`src/oal_pkg.sv`:
```
// oal_pkg: sizes, operation and status codes, cell control struct
// shared by the ordered array list engine and its cells; no dependencies
`timescale 1ns / 1ps

package oal_pkg;

  localparam int DEPTH      = 64;
  localparam int ELEM_WIDTH = 32;

  localparam int IDX_W   = (DEPTH > 1) ? $clog2(DEPTH) : 1;
  localparam int CNT_W   = $clog2(DEPTH + 1);
  localparam int POS_W   = 7;
  localparam int CMP_W   = (CNT_W > POS_W) ? CNT_W : POS_W;

  typedef enum logic [2:0] {
    FN_PUSH_BACK  = 3'd0,
    FN_PUSH_FRONT = 3'd1,
    FN_POP_BACK   = 3'd2,
    FN_POP_FRONT  = 3'd3,
    FN_INSERT     = 3'd4,
    FN_ERASE      = 3'd5,
    FN_FIND       = 3'd6
  } func_t;

  typedef enum logic [2:0] {
    ST_OK       = 3'd0,
    ST_FULL     = 3'd1,
    ST_EMPTY    = 3'd2,
    ST_BADPOS   = 3'd3,
    ST_NOTFOUND = 3'd4
  } status_t;

  typedef enum logic [1:0] {
    CELL_HOLD  = 2'd0,
    CELL_OPEN  = 2'd1,
    CELL_CLOSE = 2'd2,
    CELL_FIND  = 2'd3
  } cell_cmd_t;

  typedef struct packed {
    cell_cmd_t              cmd;
    logic [CMP_W-1:0]       pos;
    logic [CNT_W-1:0]       count;
    logic [ELEM_WIDTH-1:0]  value;
  } cell_ctl_t;

endpackage

```
`src/oal_prio_enc.sv`:
```
// oal_prio_enc: lowest set bit of the registered cell match row
// depends on oal_pkg
`timescale 1ns / 1ps

module oal_prio_enc (
  input  logic [oal_pkg::DEPTH-1:0] match_vec,
  output logic                      any,
  output logic [oal_pkg::IDX_W-1:0] first_idx
);
  import oal_pkg::*;

  always_comb begin
    first_idx = '0;
    for (int i = DEPTH - 1; i >= 0; i--) begin
      if (match_vec[i]) first_idx = IDX_W'(i);
    end
  end

  assign any = |match_vec;

endmodule

```
`config.mk`:
```
export PLATFORM = sky130hd
export DESIGN_NAME = oal_prio_enc
export DESIGN_NICKNAME = d
export VERILOG_FILES = /design/src/oal_pkg.sv /design/src/oal_prio_enc.sv
export SDC_FILE = /design/constraint.sdc
export NUM_CORES = 1
export LEC_CHECK = 0
export BUFFER_PORTS_ARGS = -buffer_cell sky130_fd_sc_hd__buf_2
export CELL_PAD_IN_SITES_DETAIL_PLACEMENT = 1
export CELL_PAD_IN_SITES_GLOBAL_PLACEMENT = 2
export CORE_MARGIN = 2
export CORE_UTILIZATION = 20
export DETAILED_ROUTE_END_ITERATION = 12
export PLACE_DENSITY = 0.89
export SYNTH_ARGS = -nofsm -noshare
export SYNTH_HDL_FRONTEND = slang
export SYNTH_SLANG_ARGS = --single-unit
```
`constraint.sdc`:
```
create_clock -name vclk -period 3.6
set_input_delay 0.36 -clock vclk [all_inputs]
set_output_delay 0.36 -clock vclk [all_outputs]
set_load 0.01 [all_outputs]
```
; ---- After elaboration in Yosys (flattened, before gate mapping)
; Index checks and enable logic that the tools add are counted.
[totals]
reg_bits = 0
inputBits = 64
output_inout_bits = 7
elab_cells = 65
[classes]
n_mux = 64
n_reduce_logical = 1
[op_table]
columns = cell, count
row1 = $mux W6, 64
row2 = $reduce_or A64 Y1, 1

; ---- Logic depth before layout (Yosys ltp)
[logic_depth]
word_depth = 64
mapped_depth = 5
mapped_depth_nobuf = 5

; ---- Least setup slack after synthesis
; No wires, ideal clock.
[synth_timing]
path_type = input port to output port
startpoint = input match_vec[15] (netlist name)
endpoint = output first_idx[5] (netlist name)
arrival_ns = 1.605
t_required_ns = 3.240
setup_slack_ns = 1.635
stages = 4
n_path_buf = 0
cell_sequence = or4_4 > nor2b_2 > nand3_1 > nor4_1
[synth_between]
elab_chain_len = 16
[synth_rtl]
columns = item, line
row1 = start: declaration, oal_prio_enc.sv:6  ; input logic [oal_pkg::DEPTH-1:0] match_vec,
row2 = $mux W6 (16 in series), oal_prio_enc.sv:15  ; if (match_vec[i]) first_idx = IDX_W'(i);
row3 = end: declaration, oal_prio_enc.sv:8  ; output logic [oal_pkg::IDX_W-1:0] first_idx
; Every way passes these cells.

; ---- Worst setup path in the final report
[layout_timing]
startpoint = input match_vec[15] (netlist name)
endpoint = output first_idx[2] (netlist name)
; The elaborated chain is that of the path after synthesis.

==> impl_metrics.yaml <==
cells_and_area:
  seq_area_um2: 0
  mostFrequentLayoutCell: "buf_2"
  clkbuf_count: 0
  seq_cells: 0
  syn2layout_area_growth_pct: 47.4
  n_fill_cell: 603
  layout_common_cells: "buf_2 (71), nor2_1 (19), nor4_1 (16)"
  diodes: 0
  fin_nets: 282
  drive_gt1_share_pct: 36.6
cts:
  postCtsSetupBuffers: 0
  postCtsHoldBufs: 0
  cts_resized: 0
power_and_ir_drop:
  power.internal_w: 0.0000477
  pwr-share-comb_pct: 100.0
  p_leak_nw: 0.528
  netSwitchingFraction_pct: 55.3
  seqPwrFrac_pct: 0
  switching_power_w: 0.0000589
  p_total_w: 0.000107
  cellPowerDensity_nw_per_um2: 81.5
  ir_drop_v: 0.0000220
  power.share.clock_pct: 0
route:
  drt_iter0_markers: 21
  via_per_inst: 5.21
  antenna_left: 0
  drc_errors: 0
  avgRoutedWirePerCell_um: 13.1
  firstDrtPassIters: 2
  vias: 1397
  wl_mm: 3.52
logic_synthesis:
  seq_area_frac_synth_pct: 0
  ys_top_cells_by_area: "nor4_1 (11%), nor2_1 (8.0%), nor3_1 (6.8%), a21oi_1 (5.6%), nor4_4 (4.8%)"
  synth_top_area_share_pct: 11.3
  syn_area_um2: 887
  avgSynthCellArea_um2: 6.12
  postSynthCellCount: 145
  synth_fp_nets: 209
  yosysTopAreaCell: "nor4_1"
  synth_cell_types: 40
  yosysWarnings: 0
global_routing:
  grt_max_degree: 6
  antenna_found_initial: 0
  grt_overflow: 0
  grt_pass1_wl_mm: 5.99
  grt_pass1_vias: 1397
  track_usage_pct: 13.8
timing:
  hold_viol_final: 0
  fmax_mhz: 457
  drv_slew: 0
  fin_crit_ps: 2190
  rsz0062_at_grt: "no"
  tightest_slew_ps: 514
  tns_ps: 0
  finalCritPeriodShare_pct: 60.8
  maxSlewHeadroom_pct: 65.4
  finalSetupViolCount: 0
worst_setup_path:
  required_ps: 3240
  worst_path_max_delay_cell: "or4_4"
  crit_path_end_kind: "primary output"
  cp-start-kind: "input port"
  crit_path_max_incr_delay_ps: 550
  critPathMaxFanout: 4
  worst-setup-path-type: "in -> out"
  cp_data_arrival_time_ps: 1830
  path_cells: "buf_2 -> or4_4 -> nor4_1 -> o211ai_1 -> o211ai_1 -> a21boi_1 -> buf_2"
worst_hold_path:
  hp-class: "in -> out"
  hp-start: "match_vec[1]"
  min_path_cells: 5
  min_delay_worst_endpoint: "first_idx[3]"
die:
  core_area_um2: 4320
  rows: 24
  ios: 71
  die_x_um: 70.6
  die_area_um2: 4980
  die_y_um: 70.6
  floorplan.initialDensity_pct: 20.5
run:
  maxCapViolations: 0
outcome:
  status: "finished, final reports clean"
placed_design:
  gp_congestion: 0.761
  hpwl_mm: 3.23
  io_buffers: 71
-- layout make-up --
cell class         instances  area (um^2)  area share (%)
well taps                 52         65.1            4.98
inverters                 10         37.5            2.87
multi-input cells        135          850            65.0
repair buffers            71          355            27.2
-- how the worst max path moves through the flow --
stage,from,slack (ps),endpoint
after detailed placement,match_vec[15],1400,first_idx[2]
after floorplan,match_vec[15],1640,first_idx[5]
after global routing,match_vec[15],1300,first_idx[2]
after CTS,match_vec[15],1390,first_idx[2]
final,match_vec[15],1410,first_idx[2]
after global placement,match_vec[23],1430,first_idx[2]
-- critical path: cells and delay by family --
family	cells	cell delay [ps]
compound gates	3	340
buf+inv	2	290
simple gates	2	840
-- synth_stat cells, types with 2 or more instances --
cell type,n
a211oi_1,2
or4_4,2
o31ai_1,3
nand2_1,9
a21oi_1,10
nor2b_1,4
nand2b_1,4
nor2_1,19
nand3_1,6
nor4_1,16
a31oi_1,2
o211ai_1,4
o21bai_1,3
nor3_1,12
nor4_4,2
o21a_1,3
o21ai_0,6
inv_1,10
a21boi_1,2
or4_1,3
o311ai_1,2
or3_1,3
-- cells by family (layout without fill, tap and decap cells) --
logic type | after synthesis | count (layout) | share of synthesized area (%)
buf+inv | 10 | 81 | 4.23
compound gates | 47 | 47 | 36.4
simple gates | 88 | 88 | 59.4
-- power by group through the flow --
| stage | Combinational, W | Clock [W] | Sequential [W] |
|---|---|---|---|
| 3_5_place_dp | 0.000107 | 0 | 0 |
| 3_3_place_gp | 0.000106 | 0 | 0 |
| 5_1_grt | 0.000120 | 0 | 0 |
| 4_1_cts | 0.000108 | 0 | 0 |
| 2_1_floorplan | 0.0000365 | 0 | 0 |
| 6_report | 0.000107 | 0 | 0 |
-- layer usage --
metal | wire length, um | vias up | global-route usage [%] | share of wire (%)
li1 | - | 722 | - | -
met1 | 1620 | 629 | 18.7 | 46
met2 | 1610 | 46 | 24.4 | 46
met3 | 290 | 0 | 2.56 | 8.2
met4 | 0 | 0 | 0 | 0
met5 | 0 | - | 0 | 0
-- through the flow --
step,cells,utilization [%],cell area (um^2),hold slack [ps],setup WS [ps]
after detailed placement,268,30.2,1310,1120,1400
after floorplan,145,-,887,859,1640
final,268,30.2,1310,1120,1410
after global routing,268,30.2,1310,1170,1300
after global placement,268,30.2,1310,1110,1430
after CTS,268,30.2,1310,1120,1390
Note: power is estimated with default switching activity, not from simulation.
