## src/oal_pkg.sv

```systemverilog
// oal_pkg: sizes, operation and status codes, cell control struct
// shared by the ordered array list engine and its cells; no dependencies
`timescale 1ns / 1ps

package oal_pkg;

  localparam int DEPTH      = 64;
  localparam int ELEM_WIDTH = 32;

  localparam int IDX_W   = (DEPTH > 1) ? $clog2(DEPTH) : 1;
  localparam int CNT_W   = $clog2(DEPTH + 1);
  localparam int POS_W   = 7;
  localparam int CMP_W   = (CNT_W > POS_W) ? CNT_W : POS_W;

  typedef enum logic [2:0] {
    FN_PUSH_BACK  = 3'd0,
    FN_PUSH_FRONT = 3'd1,
    FN_POP_BACK   = 3'd2,
    FN_POP_FRONT  = 3'd3,
    FN_INSERT     = 3'd4,
    FN_ERASE      = 3'd5,
    FN_FIND       = 3'd6
  } func_t;

  typedef enum logic [2:0] {
    ST_OK       = 3'd0,
    ST_FULL     = 3'd1,
    ST_EMPTY    = 3'd2,
    ST_BADPOS   = 3'd3,
    ST_NOTFOUND = 3'd4
  } status_t;

  typedef enum logic [1:0] {
    CELL_HOLD  = 2'd0,
    CELL_OPEN  = 2'd1,
    CELL_CLOSE = 2'd2,
    CELL_FIND  = 2'd3
  } cell_cmd_t;

  typedef struct packed {
    cell_cmd_t              cmd;
    logic [CMP_W-1:0]       pos;
    logic [CNT_W-1:0]       count;
    logic [ELEM_WIDTH-1:0]  value;
  } cell_ctl_t;

endpackage

```

## src/oal_cell.sv

```systemverilog
// oal_cell: one list slot; shifts with its neighbors and compares for find
// depends on oal_pkg
`timescale 1ns / 1ps

module oal_cell (
  input  logic                          clk,
  input  oal_pkg::cell_ctl_t            ctl,
  input  logic [oal_pkg::IDX_W-1:0]     idx,
  input  logic [oal_pkg::ELEM_WIDTH-1:0] lower_data,
  input  logic [oal_pkg::ELEM_WIDTH-1:0] upper_data,
  output logic [oal_pkg::ELEM_WIDTH-1:0] data,
  output logic                          match
);
  import oal_pkg::*;

  logic [ELEM_WIDTH-1:0] data_r;
  logic [ELEM_WIDTH-1:0] data_nxt;
  logic                  match_r;
  logic [CMP_W-1:0]      idx_ext;

  assign idx_ext = CMP_W'(idx);

  always_comb begin
    data_nxt = data_r;
    case (ctl.cmd)
      CELL_OPEN: begin
        if (idx_ext > ctl.pos) data_nxt = lower_data;
        else if (idx_ext == ctl.pos) data_nxt = ctl.value;
      end
      CELL_CLOSE: begin
        if (idx_ext >= ctl.pos) data_nxt = upper_data;
      end
      default: data_nxt = data_r;
    endcase
  end

  // payload only, no reset
  always_ff @(posedge clk) begin
    data_r  <= data_nxt;
    match_r <= (ctl.cmd == CELL_FIND) && (CNT_W'(idx) < ctl.count) &&
               (data_r == ctl.value);
  end

  assign data  = data_r;
  assign match = match_r;

endmodule

```

## config.mk

```make
export PLATFORM = sky130hd
export DESIGN_NAME = oal_cell
export DESIGN_NICKNAME = d
export VERILOG_FILES = /design/src/oal_pkg.sv /design/src/oal_cell.sv
export SDC_FILE = /design/constraint.sdc
export NUM_CORES = 1
export LEC_CHECK = 0
export BUFFER_PORTS_ARGS = -buffer_cell sky130_fd_sc_hd__buf_2
export CAP_MARGIN = 20
export CORE_MARGIN = 3
export CORE_UTILIZATION = 43
export DETAILED_ROUTE_END_ITERATION = 6
export HOLD_SLACK_MARGIN = 0.06
export PLACE_DENSITY = 0.81
export SLEW_MARGIN = 20
export SYNTH_ARGS = -nofsm -noshare
export SYNTH_HDL_FRONTEND = slang
export SYNTH_SLANG_ARGS = --single-unit
```

## constraint.sdc

```tcl
create_clock -name clk -period 3.75 [get_ports clk]
set_input_delay 0.375 -clock clk [delete_from_list [all_inputs] [get_ports clk]]
set_output_delay 0.375 -clock clk [all_outputs]
set_load 0.005 [all_outputs]
```

Word level (Yosys, flattened, before mapping)
Index checks and enable logic that the tools add are counted.
Widths: inputs -> output; s select.
{ "classes": {"n_reduce_logical": 4, "n_eq_ne": 7, "muxes": 4, "magnitude_cmp": 3} }
{ "op_table": {"columns": ["operator", "n"], "rows": [
  ["$mux 32", 3],
  ["$pmux 32 s2", 1],
  ["$eq 32x32->1", 1],
  ["$eq 6x7->1", 1],
  ["$ge 6x7->1", 1],
  ["$gt 6x7->1", 1],
  ["$lt 6x7->1", 1],
  ["$eq 2x2->1 const B", 2],
  ["$ne 3x3->1 const B", 1],
  ["$reduce_and 3->1", 1],
  ["$eq 2x1->1 const B", 1],
  ["$logic_and 1x1->1", 2],
  ["$ne 2x2->1 const B", 1],
  ["$reduce_bool 2->1", 1]
]} }
{ "totals": {"output_inout_bits": 33, "input_bits": 119, "elab_cells": 20, "regBits": 33} }

Logic depth before layout (Yosys ltp)
{ "logic_depth": {"depth_word": 4, "depth_mapped": 8, "depth_no_buf": 7} }

Worst setup path before layout
OpenSTA, ideal clock, no wires.
{ "synth_path": {"kind": "input to register", "from": "input ctl[40] (netlist name)", "to": "register data_r[0], in the netlist data[0], enable pin", "setup_time_ns": 0.432, "arrival_ns": 2.648, "path_buffers": 0, "required_time_ns": 3.318, "slack_ns": 0.670, "stages": 7, "cell_sequence": "inv_1 > ha_1 > nor2b_2 > o21ai_1 > a31oi_1 > nor2_1 > a21oi_1"} }
{ "synth_via": {"elab_chain_cells": 3, "elab_cells_between_ends": 6, "cone_classes": "2 x order compare; 3 x eq/ne; 1 x reduce/logical"} }
{ "synth_lines": {"columns": ["item", "line", "text"], "rows": [
  ["start, declared", "oal_cell.sv:7", "input oal_pkg::cell_ctl_t ctl,"],
  ["$gt 6x7->1 (tied with other cells)", "oal_cell.sv:27", "if (idx_ext > ctl.pos) data_nxt = lower_data;"],
  ["$ne 3x3->1 (no source line) or $ne 2x2->1 (tied branches)", null, null],
  ["$reduce_and 3->1 (no source line) (*)", null, null],
  ["end signal, assigned", "oal_cell.sv:39", "data_r <= data_nxt;"],
  ["end, declared", "oal_cell.sv:16", "logic [ELEM_WIDTH-1:0] data_r;"]
]} }
Every way passes the cells marked *; elsewhere a longest branch is shown, timed or not.
A chain may end at the register's enable or synchronous reset.

Worst setup path after layout
{ "layout_path": {"from": "input ctl[43] (netlist name)", "to": "register data_r[27], in the netlist data[27], data pin"} }
{ "layout_via": {"elab_chain_cells": 3} }
{ "layout_lines": {"columns": ["item", "line", "text"], "rows": [
  ["$gt 6x7->1", "oal_cell.sv:27", null],
  ["$mux 32", "oal_cell.sv:27", null],
  ["$pmux 32 s2", "oal_cell.sv:25", "case (ctl.cmd)"],
  ["via data_nxt[27]", "oal_cell.sv:17", "logic [ELEM_WIDTH-1:0] data_nxt;"]
]} }
The timed path passes the listed nets, and every way through them passes these cells.

==> flow_summary_export.csv <==
group,metric,value,unit
cts,clk_path_buf_depth,2,
synth,synth_ff_type,"edfxtp_1",
sta,maxSlewViolCount,0,
global_route,grt_remaining_overflow,0,
cells_and_area,layout-drive-gt1-share,47.5,%
synth,netlist_top_cells_area,"edfxtp_1, o221a_1, xnor2_1, nand2b_1, ha_1",
global_route,grt.met2_usage,34.6,%
cts,numCtsBuffers,5,
placed_design,numPlacedInstances,416,
global_route,grt_pass1_vias,2136,
worst_setup_path,crit_arrival,2.31,ns
worst_hold_path,holdPathEnd,"match",
routing,vias,2148,
global_route,grt_usage,20.5,%
placed_design,port_buffers,151,
worst_setup_path,critPathKind,"in2reg",
global_route,met3_usage,4.18,%
worst_setup_path,r2r-start,"data[9]",
cts,cts_hold_buffers,0,
floorplanning,dieHeight,80.0,µm
flow_run,drv_cap,0,
cells_and_area,nets,483,
global_route,use_met1,26.2,%
sta,setup_viol,0,
routing,drtAntennaViolNets,0,
routing,post_drt_wl_per_cell,15.5,µm
sta,rsz0062_at_grt,"false",
synth,synth_warnings,0,
worst_setup_path,worstSetupEndpointType,"flip-flop",
synth,synth_top_area_share,40.9,%
power,p_total,991,µW
cells_and_area,final_area,0.00322,mm²
cts,post_cts_buffers,0,
floorplanning,io_pins,152,
synth,ys_ff_latch,33,
power,p_leak,1.40,nW
floorplanning,rows,26,
sta,tightest_slew,1.06,ns
global_route,busiest_layer,"met2",
cts,cts.sinks,33,
cts,htreeDepth,2,
worst_setup_path,critPathRequiredTime,3.90,ns
cts,clockRootBuffer,"clkbuf_8",
cts,clk_pin_slew,0.08,ns
placed_design,place_congestion,0.868,
cells_and_area,num_antenna_cells,0,
floorplanning,die_w,80.0,µm
status,status,"finished clean",
sta,max_freq,0.463,GHz
worst_setup_path,reg2reg_depth,5,
synth,synth_common_cells,"nand2b_1, edfxtp_1, o221a_1",
cells_and_area,area_growth,37.0,%
synth,synthArstFlopShare,0,%
placed_design,dp_hpwl,5.23,mm
worst_setup_path,reg2reg_slack,2.14,ns
global_route,grt_max_degree,33,
floorplanning,dieArea,0.00639,mm²
worst_hold_path,hold_class,"in2reg",
cells_and_area,fin_cells,424,
synth,synth.distinct_cells,32,
placed_design,post_dp_cell_area,0.00314,mm²
power,powerDensity,308,mW/mm²
synth,avgSynthCellArea,11.6,µm²
synth,synth_most_common_cell,"nand2b_1",
global_route,grt_first_pass_wirelength,10.0,mm
cts,clk_latency,0.28,ns
sta,setup_tns,0,ns
sta,hold_viol,0,
sta,finalCritPeriodShare,57.6,%
cts,cts-resized-gates,0,
routing,drt_pass1_iterations,5,
synth,synth.largest_area_cell,"edfxtp_1",
floorplanning,start_util,45.2,%
cts,cts_tree,"built",
worst_hold_path,whs_path_depth,3,
routing,drtIter0Drc,106,
synth,synth-edff-count,32,
routing,drcViolationCount,0,
synth,netlist_area,0.00235,mm²
sta,period_needed,2.16,ns
routing,routed_wl,6.56,mm
power,ir_worst_vdd,194,µV
synth,synth_fp_nets,333,
sta,slew_headroom,29.1,%
synth,synth_seq_area_share,41.7,%
sta,skew,0.0119,ns
cells_and_area,final_util,61.9,%
routing,avgViaCountPerCell,5.07,
worst_setup_path,cp_max_fo,32,
synth,synth_cells,203,
global_route,antenna_found_initial,0,
worst_setup_path,critPathLaunchType,"input pin",
worst_hold_path,min_from,"ctl[38]",
worst_setup_path,worst_r2r_endpoint,"match",
floorplanning,core_area,0.00520,mm²
[critical path, stage by stage]
cell and delay [ns]:
buf_2 0.08, inv_1 0.03, ha_1 0.28, a21o_1 0.11
a21oi_1 0.07, or2_1 0.26, a31oi_4 0.77, o221a_1 0.32
[state kept, by name (all words and copies together) (netlist names)]
register,count
match,1
data,32
[cells by family (layout without fill, tap and decap cells)]
kind of cell,Yosys count,after routing,share of synthesized area (%)
and+or+nand+nor,60,60,15.7
AOI/OAI and AO/OA,45,45,19.4
xor gates and xnor gates,32,32,11.9
DFF,33,33,41.7
buffers and inverters,22,173,5.43
adders and majority gates,11,11,5.85
[metal layers]
layer  part of all wire, %  vias up  wire (µm)
li1                      -     1070          -
met1                    41      969       2710
met2                    49      101       3230
met3                   8.3        8        543
met4                   1.2        0         79
met5                     0        -          0
[cell usage in the layout, fill, tap and decap left out, types with 2 or more instances in the layout]
cell type and count:
buf_2 151, nand2b_1 34, edfxtp_1 32, o221a_1 30, xnor2_1 28, inv_1 13
ha_1 11, nand4_1 7, clkbuf_8 5, nand2_1 4, xor2_1 4, a21oi_1 3
nand3_1 3, a21o_1 2, o221a_2 2, nor4_1 2, a31oi_1 2, nor2_1 2
clkinv_2 2
[metrics by stage]
| step | hold slack, ns | setup WS, ns |
|---|---|---|
| floorplan | 0.540 | 0.670 |
| detailed placement | 0.675 | 1.30 |
| global placement | 0.666 | 1.34 |
| finish | 0.389 | 1.59 |
| global route | 0.405 | 1.47 |
| CTS | 0.383 | 1.59 |
[worst max path at each step]
stage / depth (start not counted) / to / startpoint / slack, ns
detailed placement: 8 / data[24] / ctl[40] / 1.30
global route: 8 / data[6] / ctl[40] / 1.47
floorplan: 7 / data[0] / ctl[40] / 0.67
finish: 8 / data[27] / ctl[43] / 1.59
global placement: 7 / data[24] / idx[1] / 1.34
CTS: 8 / data[0] / ctl[40] / 1.59
[power by group]
part / internal, mW / switching, mW / leakage (nW)
Combinational: 0.146 / 0.123 / 1.04
Sequential: 0.443 / 0.0156 / 0.310
Clock: 0.128 / 0.135 / 0.0439
[final cells by class]
type,instances,area (µm²)
fill,455,1980
multi-input combinational,148,1250
sequential,33,981
timing repair buffer,152,763
tap,70,87.6
clock buffer,5,68.8
inverter,13,48.8
clock inverter,3,17.5
Note: power is estimated with default switching activity, not from simulation.
